===== src/hw/rtl/cpd_pkg.sv =====
// Types and constants of the CRC-16 packet deframer.
`default_nettype none

package cpd_pkg;

    localparam int DEF_MAX_PAYLOAD = 32;

    localparam logic [7:0]  SOP_BYTE      = 8'hA1;
    localparam logic [15:0] CRC_INIT      = 16'hFFFF;
    // CCITT polynomial 0x1021, bit-reversed for the LSB-first update.
    localparam logic [15:0] CRC_POLY_REFL = 16'h8408;

    localparam int M_TDATA_W = 32;

    typedef enum logic [2:0] {
        FR_HUNT    = 3'd0,
        FR_TYPE    = 3'd1,
        FR_LEN     = 3'd2,
        FR_CRCLO   = 3'd3,
        FR_CRCHI   = 3'd4,
        FR_PAYLOAD = 3'd5
    } frame_state_t;

    typedef enum logic [2:0] {
        SEQ_ACCEPT = 3'd0,
        SEQ_CRC    = 3'd1,
        SEQ_CHECK  = 3'd2,
        SEQ_READ   = 3'd3,
        SEQ_SEND   = 3'd4
    } seq_state_t;

endpackage

`default_nettype wire


===== src/hw/rtl/crc16_packet_deframer_core.sv =====
// Byte-stream packet deframer: start byte 0xA1, type, length, CRC-16 (MCRF4XX), payload.
// A start, CRC, hunting or rejected length byte is only taken; a type, accepted length or
// payload byte is taken and then run through the bit-serial CRC unit, which shifts one
// bit per cycle, before the next byte is accepted. A complete frame is then checked; on a
// CRC match it is sent out result by result, each through the registered payload buffer
// read and then the output register, where it stays until it is taken; no input is taken
// while the run is being sent.
`default_nettype none

module crc16_packet_deframer_core
    import cpd_pkg::*;
#(
    parameter int MAX_PAYLOAD = DEF_MAX_PAYLOAD
) (
    input  wire logic                 aclk,
    input  wire logic                 aresetn,
    input  wire logic                 s_tvalid,
    output logic                      s_tready,
    input  wire logic [7:0]           s_tdata,   // [7:0] rx_byte
    output logic                      m_tvalid,
    input  wire logic                 m_tready,
    // [7:0] packet_type, [13:8] packet_length, [18:14] byte_index,
    // [26:19] payload_byte, [31:27] zero
    output logic [M_TDATA_W-1:0]      m_tdata,
    output logic [0:0]                m_tuser,   // [0] has_payload
    output logic                      m_tlast
);

    localparam int LEN_W = $clog2(MAX_PAYLOAD + 1);
    localparam int IDX_W = (MAX_PAYLOAD > 1) ? $clog2(MAX_PAYLOAD) : 1;

    seq_state_t   seq_reg, seq_next;
    frame_state_t frame_reg, frame_next;

    logic [7:0]       held_type_reg, held_type_next;
    logic [LEN_W-1:0] held_length_reg, held_length_next;
    logic [15:0]      received_crc_reg, received_crc_next;
    logic [15:0]      running_crc_reg, running_crc_next;
    logic [LEN_W-1:0] payload_count_reg, payload_count_next;
    logic [7:0]       shift_reg, shift_next;
    logic [2:0]       bit_cnt_reg, bit_cnt_next;
    logic [IDX_W-1:0] emit_idx_reg, emit_idx_next;
    logic [7:0]       rd_data_reg;

    logic [7:0] payload_mem [MAX_PAYLOAD];

    logic             in_fire;
    logic             out_fire;
    logic             is_sop;
    logic             len_ok;
    logic             frame_done;
    logic             crc_match;
    logic             out_last;
    logic             has_payload;
    logic             mem_we;
    logic             crc_fb;
    logic [LEN_W-1:0] idx_plus_one;
    logic [5:0]       idx_wide;

    assign in_fire      = s_tvalid && s_tready;
    assign out_fire     = m_tvalid && m_tready;
    assign is_sop       = (s_tdata == SOP_BYTE);
    assign len_ok       = ({1'b0, s_tdata} <= 9'(MAX_PAYLOAD));
    assign frame_done   = (frame_reg == FR_PAYLOAD) && (payload_count_reg >= held_length_reg);
    assign crc_match    = (running_crc_reg == received_crc_reg);
    assign has_payload  = (held_length_reg != '0);
    assign idx_plus_one = LEN_W'(emit_idx_reg) + LEN_W'(1);
    assign out_last     = !has_payload || (idx_plus_one == held_length_reg);
    assign crc_fb       = running_crc_reg[0] ^ shift_reg[0];
    assign mem_we       = in_fire && (frame_reg == FR_PAYLOAD)
                          && (payload_count_reg < LEN_W'(MAX_PAYLOAD));

    // Sequencer and frame state.
    always_comb begin
        seq_next   = seq_reg;
        frame_next = frame_reg;
        case (seq_reg)
            SEQ_ACCEPT: begin
                if (in_fire) begin
                    case (frame_reg)
                        FR_HUNT: begin
                            if (is_sop) begin
                                frame_next = FR_TYPE;
                            end
                        end
                        FR_TYPE: begin
                            frame_next = FR_LEN;
                            seq_next   = SEQ_CRC;
                        end
                        FR_LEN: begin
                            if (len_ok) begin
                                frame_next = FR_CRCLO;
                                seq_next   = SEQ_CRC;
                            end else begin
                                frame_next = FR_HUNT;
                            end
                        end
                        FR_CRCLO: begin
                            frame_next = FR_CRCHI;
                        end
                        FR_CRCHI: begin
                            if (!has_payload) begin
                                seq_next = SEQ_CHECK;
                            end else begin
                                frame_next = FR_PAYLOAD;
                            end
                        end
                        FR_PAYLOAD: begin
                            seq_next = SEQ_CRC;
                        end
                        default: begin
                            frame_next = is_sop ? FR_TYPE : FR_HUNT;
                        end
                    endcase
                end
            end
            SEQ_CRC: begin
                if (bit_cnt_reg == 3'd7) begin
                    seq_next = frame_done ? SEQ_CHECK : SEQ_ACCEPT;
                end
            end
            SEQ_CHECK: begin
                frame_next = FR_HUNT;
                seq_next   = crc_match ? SEQ_READ : SEQ_ACCEPT;
            end
            SEQ_READ: begin
                seq_next = SEQ_SEND;
            end
            SEQ_SEND: begin
                if (out_fire) begin
                    seq_next = out_last ? SEQ_ACCEPT : SEQ_READ;
                end
            end
            default: begin
                seq_next = SEQ_ACCEPT;
            end
        endcase
    end

    // Handshake outputs.
    always_comb begin
        s_tready = 1'b0;
        m_tvalid = 1'b0;
        case (seq_reg)
            SEQ_ACCEPT: s_tready = 1'b1;
            SEQ_SEND:   m_tvalid = 1'b1;
            default: begin
                s_tready = 1'b0;
                m_tvalid = 1'b0;
            end
        endcase
    end

    // Datapath: header capture, payload count, output index and the shared bit-serial CRC unit.
    always_comb begin
        held_type_next     = held_type_reg;
        held_length_next   = held_length_reg;
        received_crc_next  = received_crc_reg;
        running_crc_next   = running_crc_reg;
        payload_count_next = payload_count_reg;
        shift_next         = shift_reg;
        bit_cnt_next       = bit_cnt_reg;
        emit_idx_next      = emit_idx_reg;
        case (seq_reg)
            SEQ_ACCEPT: begin
                if (in_fire) begin
                    bit_cnt_next = 3'd0;
                    shift_next   = s_tdata;
                    case (frame_reg)
                        FR_TYPE: held_type_next = s_tdata;
                        FR_LEN: begin
                            if (len_ok) begin
                                held_length_next   = LEN_W'(s_tdata);
                                payload_count_next = '0;
                            end
                        end
                        FR_CRCLO:   received_crc_next[7:0]  = s_tdata;
                        FR_CRCHI:   received_crc_next[15:8] = s_tdata;
                        FR_PAYLOAD: payload_count_next = payload_count_reg + LEN_W'(1);
                        default: begin
                            if (is_sop) begin
                                running_crc_next = CRC_INIT;
                            end
                        end
                    endcase
                end
            end
            SEQ_CRC: begin
                running_crc_next = {1'b0, running_crc_reg[15:1]}
                                   ^ (crc_fb ? CRC_POLY_REFL : 16'h0000);
                shift_next       = {1'b0, shift_reg[7:1]};
                bit_cnt_next     = bit_cnt_reg + 3'd1;
            end
            SEQ_CHECK: begin
                payload_count_next = '0;
                emit_idx_next      = '0;
            end
            SEQ_SEND: begin
                if (out_fire && !out_last) begin
                    emit_idx_next = emit_idx_reg + IDX_W'(1);
                end
            end
            default: begin
                bit_cnt_next = bit_cnt_reg;
            end
        endcase
    end

    always_ff @(posedge aclk) begin
        if (!aresetn) begin
            seq_reg           <= SEQ_ACCEPT;
            frame_reg         <= FR_HUNT;
            held_type_reg     <= '0;
            held_length_reg   <= '0;
            received_crc_reg  <= '0;
            running_crc_reg   <= CRC_INIT;
            payload_count_reg <= '0;
        end else begin
            seq_reg           <= seq_next;
            frame_reg         <= frame_next;
            held_type_reg     <= held_type_next;
            held_length_reg   <= held_length_next;
            received_crc_reg  <= received_crc_next;
            running_crc_reg   <= running_crc_next;
            payload_count_reg <= payload_count_next;
        end
    end

    always_ff @(posedge aclk) begin
        shift_reg    <= shift_next;
        bit_cnt_reg  <= bit_cnt_next;
        emit_idx_reg <= emit_idx_next;
    end

    // Payload buffer: one write port, one registered read port.
    always_ff @(posedge aclk) begin
        if (mem_we) begin
            payload_mem[payload_count_reg[IDX_W-1:0]] <= s_tdata;
        end
        if (seq_reg == SEQ_READ) begin
            rd_data_reg <= payload_mem[emit_idx_reg];
        end
    end

    assign idx_wide   = 6'(emit_idx_reg);
    assign m_tdata    = {5'b0,
                         (has_payload ? rd_data_reg : 8'h00),
                         idx_wide[4:0],
                         6'(held_length_reg),
                         held_type_reg};
    assign m_tuser[0] = has_payload;
    assign m_tlast    = out_last;

endmodule

`default_nettype wire


===== config.mk =====
export PLATFORM = sky130hd
export DESIGN_NAME = crc16_packet_deframer_core
export DESIGN_NICKNAME = d
export VERILOG_FILES = /design/src/hw/rtl/cpd_pkg.sv /design/src/hw/rtl/crc16_packet_deframer_core.sv
export SDC_FILE = /design/constraint.sdc
export NUM_CORES = 1
export LEC_CHECK = 0
export CORE_UTILIZATION = 50
export CTS_CLUSTER_DIAMETER = 60
export DETAILED_ROUTE_END_ITERATION = 16
export DONT_BUFFER_PORTS = 1
export PLACE_DENSITY = 0.68
export SYNTH_ARGS = -nofsm -noshare
export SYNTH_HDL_FRONTEND = slang
export SYNTH_SLANG_ARGS = --single-unit

===== constraint.sdc =====
create_clock -name aclk -period 2.2 [get_ports aclk]
set_input_delay 0.33 -clock aclk [delete_from_list [all_inputs] [get_ports aclk]]
set_output_delay 0.33 -clock aclk [all_outputs]
set_load 0.005 [all_outputs]

==> run metrics, run 1 <==
top post-synthesis cells by count=edfxtp_1 (280), nor2_1 (86), mux4_2 (80), dfxtp_1 (58), nand2_1 (35); f_max=424.7 MHz; Die Area=0.02841 mm^2; post-route ant nets=0; cell accounting for the most synthesized area=edfxtp_1; Synth area leaders=edfxtp_1 (61%), mux4_2 (13%), dfxtp_1 (8.4%); Post-synth ARST share=0%; die height=roughly 170 um; Final Routed Wirelength=32,080 um; Die X=168.6 um; # setup viols final=9; Worst Tran Pin Value=797.6 ps; # H-tree levels=2; violated checks=setup timing; clock slew at reported path FFs=60 ps; outcome=finished, violations left; pwr/cell area=between 700 and 800 mW/mm^2; vias in the first global route=7,805; Hold Vio Cnt, Final=0; initial DRC count=757; clk buf depth=3; TritonCTS buffer count=36; global-route wire length before repair=48,420 um; number of synthesized register bits=338; Vias/cell=between 5 and 6; Crit. End Element=flop; GRT overflow=0; WHS Path Cells=1; Final Util=61.61%; Slew headroom=between 40% and 50%; max_cap viols=0; r2r worst-path depth=6; dominant synthesized flop cell=edfxtp_1; r2r setup slk=-150 ps; fin nets=928; layout overhead on the synthesized area=20.38%; Total GRT Usage=23.25%; register area share after synthesis=around 70%; HPWL after detailed placement=19,220 um; Synth cell types=57; Root Driver=clkbuf_16; Gate Count Post-Synth=just over 800; drt wl/cell=24.66 um; Clock Sinks=338; top-count cell post-synth=edfxtp_1; # DRC=0; CTS tree=built; RSZ-0062 raised after global routing=yes; GPL Wtd Cong=~0.85; critical path class=reg -> reg; Final Cycle Share=107.0%; number of port buffers=0; Post-Syn Area=0.01387 mm^2; layout cells sized above 1=approximately a third; initial antenna violation count=3; Initial Util=51.18%; hold wc startpoint=s_tdata[7]; DP Worst Slack=-128.5 ps; worst skew pair latency=520 ps; number of flops mapped to enable cells by yosys=280; post-synth top area share=60.62%; Peak VDD IR=between 0.6 and 0.7 mV; Critical R2R Launch=emit_idx_reg[0]; WP data arrival=around 2600 ps; syn avg cell area=about 17 um^2; drt first pass iters=5; IO Pins=48; crit-path max FO=6; row cnt=60; vias=roughly 7,700; Min-Delay Path Class=in -> reg; FF-to-FF End=rd_data_reg[5]; largest net degree at the start of global routing=37; Slew Limit Fails=0; PnR worst setup slack=-154.4 ps; Ys Warns=0; Min-Delay Endpoint=shift_reg[7]; Leakage=5.614 nW; Tmin final=about 2400 ps; max reg flops=256; skew final=17.30 ps; CP startpoint kind=flop; Core Region=0.02710 mm^2; Crit path required time=roughly 2500 ps
worst max path at each step:
stage | from | endpoint
6_report | emit_idx_reg[0] | rd_data_reg[5]
5_1_grt | emit_idx_reg[0] | m_tlast
4_1_cts | emit_idx_reg[0] | m_tlast
3_5_place_dp | emit_idx_reg[0] | rd_data_reg[2]
3_3_place_gp | emit_idx_reg[0] | rd_data_reg[2]
2_1_floorplan | seq_reg[2] | payload_mem[31][0]
power by group:
group | leakage, nW | internal, W | total (W) | switching [W]
clock network | 0.555 | 0.00343 | 0.00581 | 0.00238
logic | 2.07 | 0.000100 | 0.000308 | 0.000208
registers | 2.99 | 0.00695 | 0.00697 | 0.0000156
total | 5.61 | 0.0105 | 0.0131 | 0.00260
cells by family after synthesis:
family / synth area share, %
and+or+nand+nor: 6.377
DFF: 68.99
buffers and inverters: 2.156
xor gates and xnor gates: 1.894
adders and majority gates: 1.173
muxes: 16.37
AOI/OAI and AO/OA: 3.013
other: 0.02704
critical path, stage by stage (launching register included):
cell       delay (ps)
edfxtp_1          360
buf_4             130
buf_12            140
clkbuf_16         170
mux4_2            540
mux4_2            490
mux2_4            280
layout make-up:
| type | instances | area, um^2 |
|---|---|---|
| Inverter | 15 | 57.56 |
| Antenna cell | 1 | 2.502 |
| Timing Repair Buffer | 91 | 1176 |
| Sequential cell | 338 | 9569 |
| Tap cell | 372 | 465.4 |
| Fill cell | 1884 | 10400 |
| Clock inverter | 19 | 173.9 |
| Clock buffer | 44 | 952.2 |
| Multi-Input combinational cell | 421 | 4300 |
layer usage:
layer / share of wire (%) / global-route usage (%)
met1: 41 / 33.52
met2: 47 / 35.87
met3: 8.8 / 4.325
met4: 2.7 / 7.984
met5: 0 / 0
timing repair:
action,CTS,global route
hold endpoints to repair,306,0
cloned,2,2
resized for setup,23,14
setup buffers,19,4
hold buffers,9,0
setup endpoints to repair,249,108
pin swaps,16,10
per-stage QoR:
step / total power [W] / cell area (um^2) / std cells / hold slack, ps / setup TNS, ps
after detailed placement: 0.007278 / 14850 / 1205 / 398.0 / -7813
after global placement: 0.007271 / 14850 / 1205 / 395.6 / -845.5
final: 0.01309 / 16700 / 1301 / 29.18 / -1247
after floorplan: 0.007244 / 14090 / 822 / 428.9 / -16960
after global routing: 0.01344 / 16690 / 1300 / 10.02 / -1930
after CTS: 0.01318 / 16560 / 1296 / 8.629 / -1347
placed cells by master (no fill, tap or decap), types with 12 or more instances in the layout:
cell type / n
edfxtp_1: 280
mux4_2: 80
dfxtp_1: 58
nor2_1: 53
buf_4: 52
clkbuf_16: 39
nand2_1: 31
buf_12: 31
mux2i_1: 30
xnor2_1: 20
o22ai_1: 19
nor2_2: 17
nor2_4: 16
a21oi_1: 15
inv_1: 14
ha_1: 12
Note: power is estimated with default switching activity, not from simulation.
==> inputs of run 2 (changes only) <==
--- a/config.mk
+++ b/config.mk
@@ -5,11 +5,14 @@
 export SDC_FILE = /design/constraint.sdc
 export NUM_CORES = 1
 export LEC_CHECK = 0
-export CORE_UTILIZATION = 50
+export CELL_PAD_IN_SITES_DETAIL_PLACEMENT = 1
+export CELL_PAD_IN_SITES_GLOBAL_PLACEMENT = 1
+export CORE_UTILIZATION = 49
 export CTS_CLUSTER_DIAMETER = 60
 export DETAILED_ROUTE_END_ITERATION = 16
 export DONT_BUFFER_PORTS = 1
-export PLACE_DENSITY = 0.68
+export GPL_ROUTABILITY_DRIVEN = 0
+export PLACE_DENSITY_LB_ADDON = 0.1
 export SYNTH_ARGS = -nofsm -noshare
 export SYNTH_HDL_FRONTEND = slang
 export SYNTH_SLANG_ARGS = --single-unit
==> run metrics, run 2 (synthesis gave the netlist of run 1 again) <==
outcome=finished, violations left (unchanged); violated checks=setup timing (unchanged); final hold slack=20.98 ps (was 29.18 ps); row cnt=61 (was 60); Critical R2R Launch=emit_idx_reg[0] (unchanged); cell depth of the worst setup path=7 (was 6); Hold Vio Cnt, Final=0 (unchanged); Cell Chain, Critical Path=buf_8 -> ha_4 -> xnor2_4 -> xnor2_2 -> nand4_1 -> o21ai_2 -> buf_4 (was buf_4 -> buf_12 -> clkbuf_16 -> mux4_2 -> mux4_2 -> mux2_4); initial antenna violation count=3 (unchanged); M1 WL=15,590 um (was 13,240 um); Crit. End Element=output pin (was flop); critical path class=reg -> out (was reg -> reg); CP max stage cell=edfxtp_1 (was mux4_2); WP data arrival=2180 ps (was 2620 ps); Crit path required time=1870 ps (was 2470 ps); # H-tree levels=2 (unchanged); met2 WL=18,580 um (was 15,170 um); CTS tree=built (unchanged); global-route wire length before repair=53,290 um (was 48,420 um); initial DRC count=679 (was 757); commonest non-fill, non-tap cell in the layout=edfxtp_1 (unchanged); drt first pass iters=5 (unchanged); Core Region=0.02778 mm^2 (was 0.02710 mm^2); Final Cycle Share=113.9% (was 107.0%); Clock Sinks=338 (unchanged); Final Routed Wirelength=37,260 um (was 32,080 um); Root Driver=clkbuf_16 (unchanged); FF-to-FF End=rd_data_reg[0] (was rd_data_reg[5]); # DRC=0 (unchanged); post-route ant nets=0 (unchanged); skew final=17.16 ps (was 17.30 ps); Final Cell Area=0.01667 mm^2 (was 0.01670 mm^2); fin nets=924 (was 928); crit-path max FO=3 (was 6); DP Area=0.01504 mm^2 (was 0.01485 mm^2); CP startpoint kind=flop (unchanged); worst skew pair latency=520 ps (about the same); highest routed layer=met4 (unchanged); drt wl/cell=28.53 um (was 24.66 um); r2r setup slk=-280 ps (was -150 ps); die height=170.3 um (was 168.6 um); crit path from=emit_idx_reg[0] (unchanged); PnR worst setup slack=-305.5 ps (was -154.4 ps); Slew headroom=46.18% (was 46.65%); Die X=170.3 um (was 168.6 um); pwr/cell area=781.8 mW/mm^2 (was 783.9 mW/mm^2); Initial Util=49.93% (was 51.18%); max_cap viols=0 (unchanged); fill count=2,513 (was 1,884); Vias/cell=5.942 (was 5.930); IO Pins=48 (unchanged); Setup crit end=m_tlast (was rd_data_reg[5]); layout overhead on the synthesized area=20.16% (was 20.38%); slowest stage delay, CP=490 ps (was 540 ps); number of port buffers=0 (unchanged); Multi-input gate area=0.004302 mm^2 (was 0.004300 mm^2); r2r worst-path depth=5 (was 6); HPWL after detailed placement=22,320 um (was 19,220 um); Leakage=5.545 nW (was 5.614 nW); Critical path buffers and inverters=2 (was 3); GRT overflow=0 (unchanged); clk buf depth=3 (unchanged); f_max=399.1 MHz (was 424.7 MHz); register area=0.009569 mm^2 (unchanged); clock slew at reported path FFs=60 ps (about the same); Worst Tran Pin Value=804.6 ps (was 797.6 ps); Tmin final=2506 ps (was 2354 ps); max reg flops=256 (unchanged); Total GRT Usage=26.27% (was 23.25%); Peak VDD IR=0.6324 mV (was 0.6190 mV); vias in the first global route=8,067 (was 7,805); layout cells sized above 1=30.70% (was 31.79%); most frequent cells in the layout=edfxtp_1 (280), mux4_2 (80), dfxtp_1 (58), nor2_1 (54), clkbuf_16 (40) (was edfxtp_1 (280), mux4_2 (80), dfxtp_1 (58), nor2_1 (53), buf_4 (52)); met3 WL=2496 um (was 2807 um); largest net degree at the start of global routing=37 (unchanged); TritonCTS buffer count=37 (was 36); RSZ-0062 raised after global routing=yes (unchanged); Min-Delay Path Class=in -> reg (unchanged); Slew Limit Fails=0 (unchanged); vias=7,760 (was 7,715); cell class contributing the biggest share of worst-path delay=flip-flops (was multiplexers); # setup viols final=9 (unchanged); Die Area=0.02899 mm^2 (was 0.02841 mm^2)
-- run 2: cell count changes in the layout (fill, tap and decap cells not counted), moves of 3 or more --
cell / before / now
buf_8: 0 / 3
buf_6: 2 / 5
buf_4: 52 / 39
nand2_4: 3 / 0
clkinv_2: 9 / 6
dlygate4sd3_1: 1 / 6
bufinv_16: 3 / 0
-- run 2: worst min-delay path by stage --
stage / from / to / slack [ps] / cells after the start
after floorplan: s_tdata[0] / payload_mem[0][0] / 430 / 0
after global placement: aresetn / running_crc_reg[4] / 400 / 1
final: s_tdata[7] / shift_reg[7] / 20 / 1
after CTS: s_tdata[7] / received_crc_reg[15] / 2 / 2
after global routing: s_tdata[2] / held_length_reg[2] / 3 / 2
after detailed placement: aresetn / running_crc_reg[9] / 400 / 1
-- run 2: through the flow --
stage	TNS [ps]	setup slack [ps]	power (W)	utilization [%]	std cells
3_3_place_gp	-1273	-203.5	0.007277	54.14	1215
2_1_floorplan	-16960	-111.8	0.007244	-	822
4_1_cts	-2318	-285.4	0.01311	59.74	1302
5_1_grt	-2823	-370.9	0.01335	59.97	1303
6_report	-2231	-305.5	0.01303	59.99	1306
3_5_place_dp	-1792	-231.5	0.007286	54.14	1215
-- run 2: metal layers --
layer | GRT usage [%] | vias to the layer above
met3 | 6.233 | 43
met2 | 43.28 | 260
met5 | 0 | -
met4 | 7.795 | 0
li1 | - | 3345
met1 | 34.76 | 4112
-- run 2: timing repair --
| action | in CTS | in global routing |
|---|---|---|
| pin swaps | 3 | 3 |
| gates cloned | 3 | 1 |
| buffers inserted | 7 | 1 |
| hold endpoints to repair | 300 | 1 |
| hold buffers | 13 | 1 |
| setup endpoints to repair | 14 | 253 |
| resized for setup | 24 | 10 |
-- run 2: where the power goes --
group,switching (W),leakage (nW),internal (W)
clock network,0.00244,0.548,0.00329
registers,0.0000172,2.99,0.00695
logic,0.000229,2.01,0.000106
total,0.00269,5.55,0.0103
-- run 2: area by class of cell --
type | instances | share of cell area [%]
diodes | 3 | 0.04504
clock buffers | 48 | 6.118
clock inverters | 17 | 0.5780
inverters | 15 | 0.3453
multi-input cells | 421 | 25.81
flip-flops and latches | 338 | 57.41
well taps | 378 | 2.838
repair buffers | 86 | 6.854
-- run 2: worst register-to-register path: cells and delay by family, from the launching register on --
family,cells,cell delay [ps]
DFF,1,470
buffers and inverters,2,370
muxes,3,1390
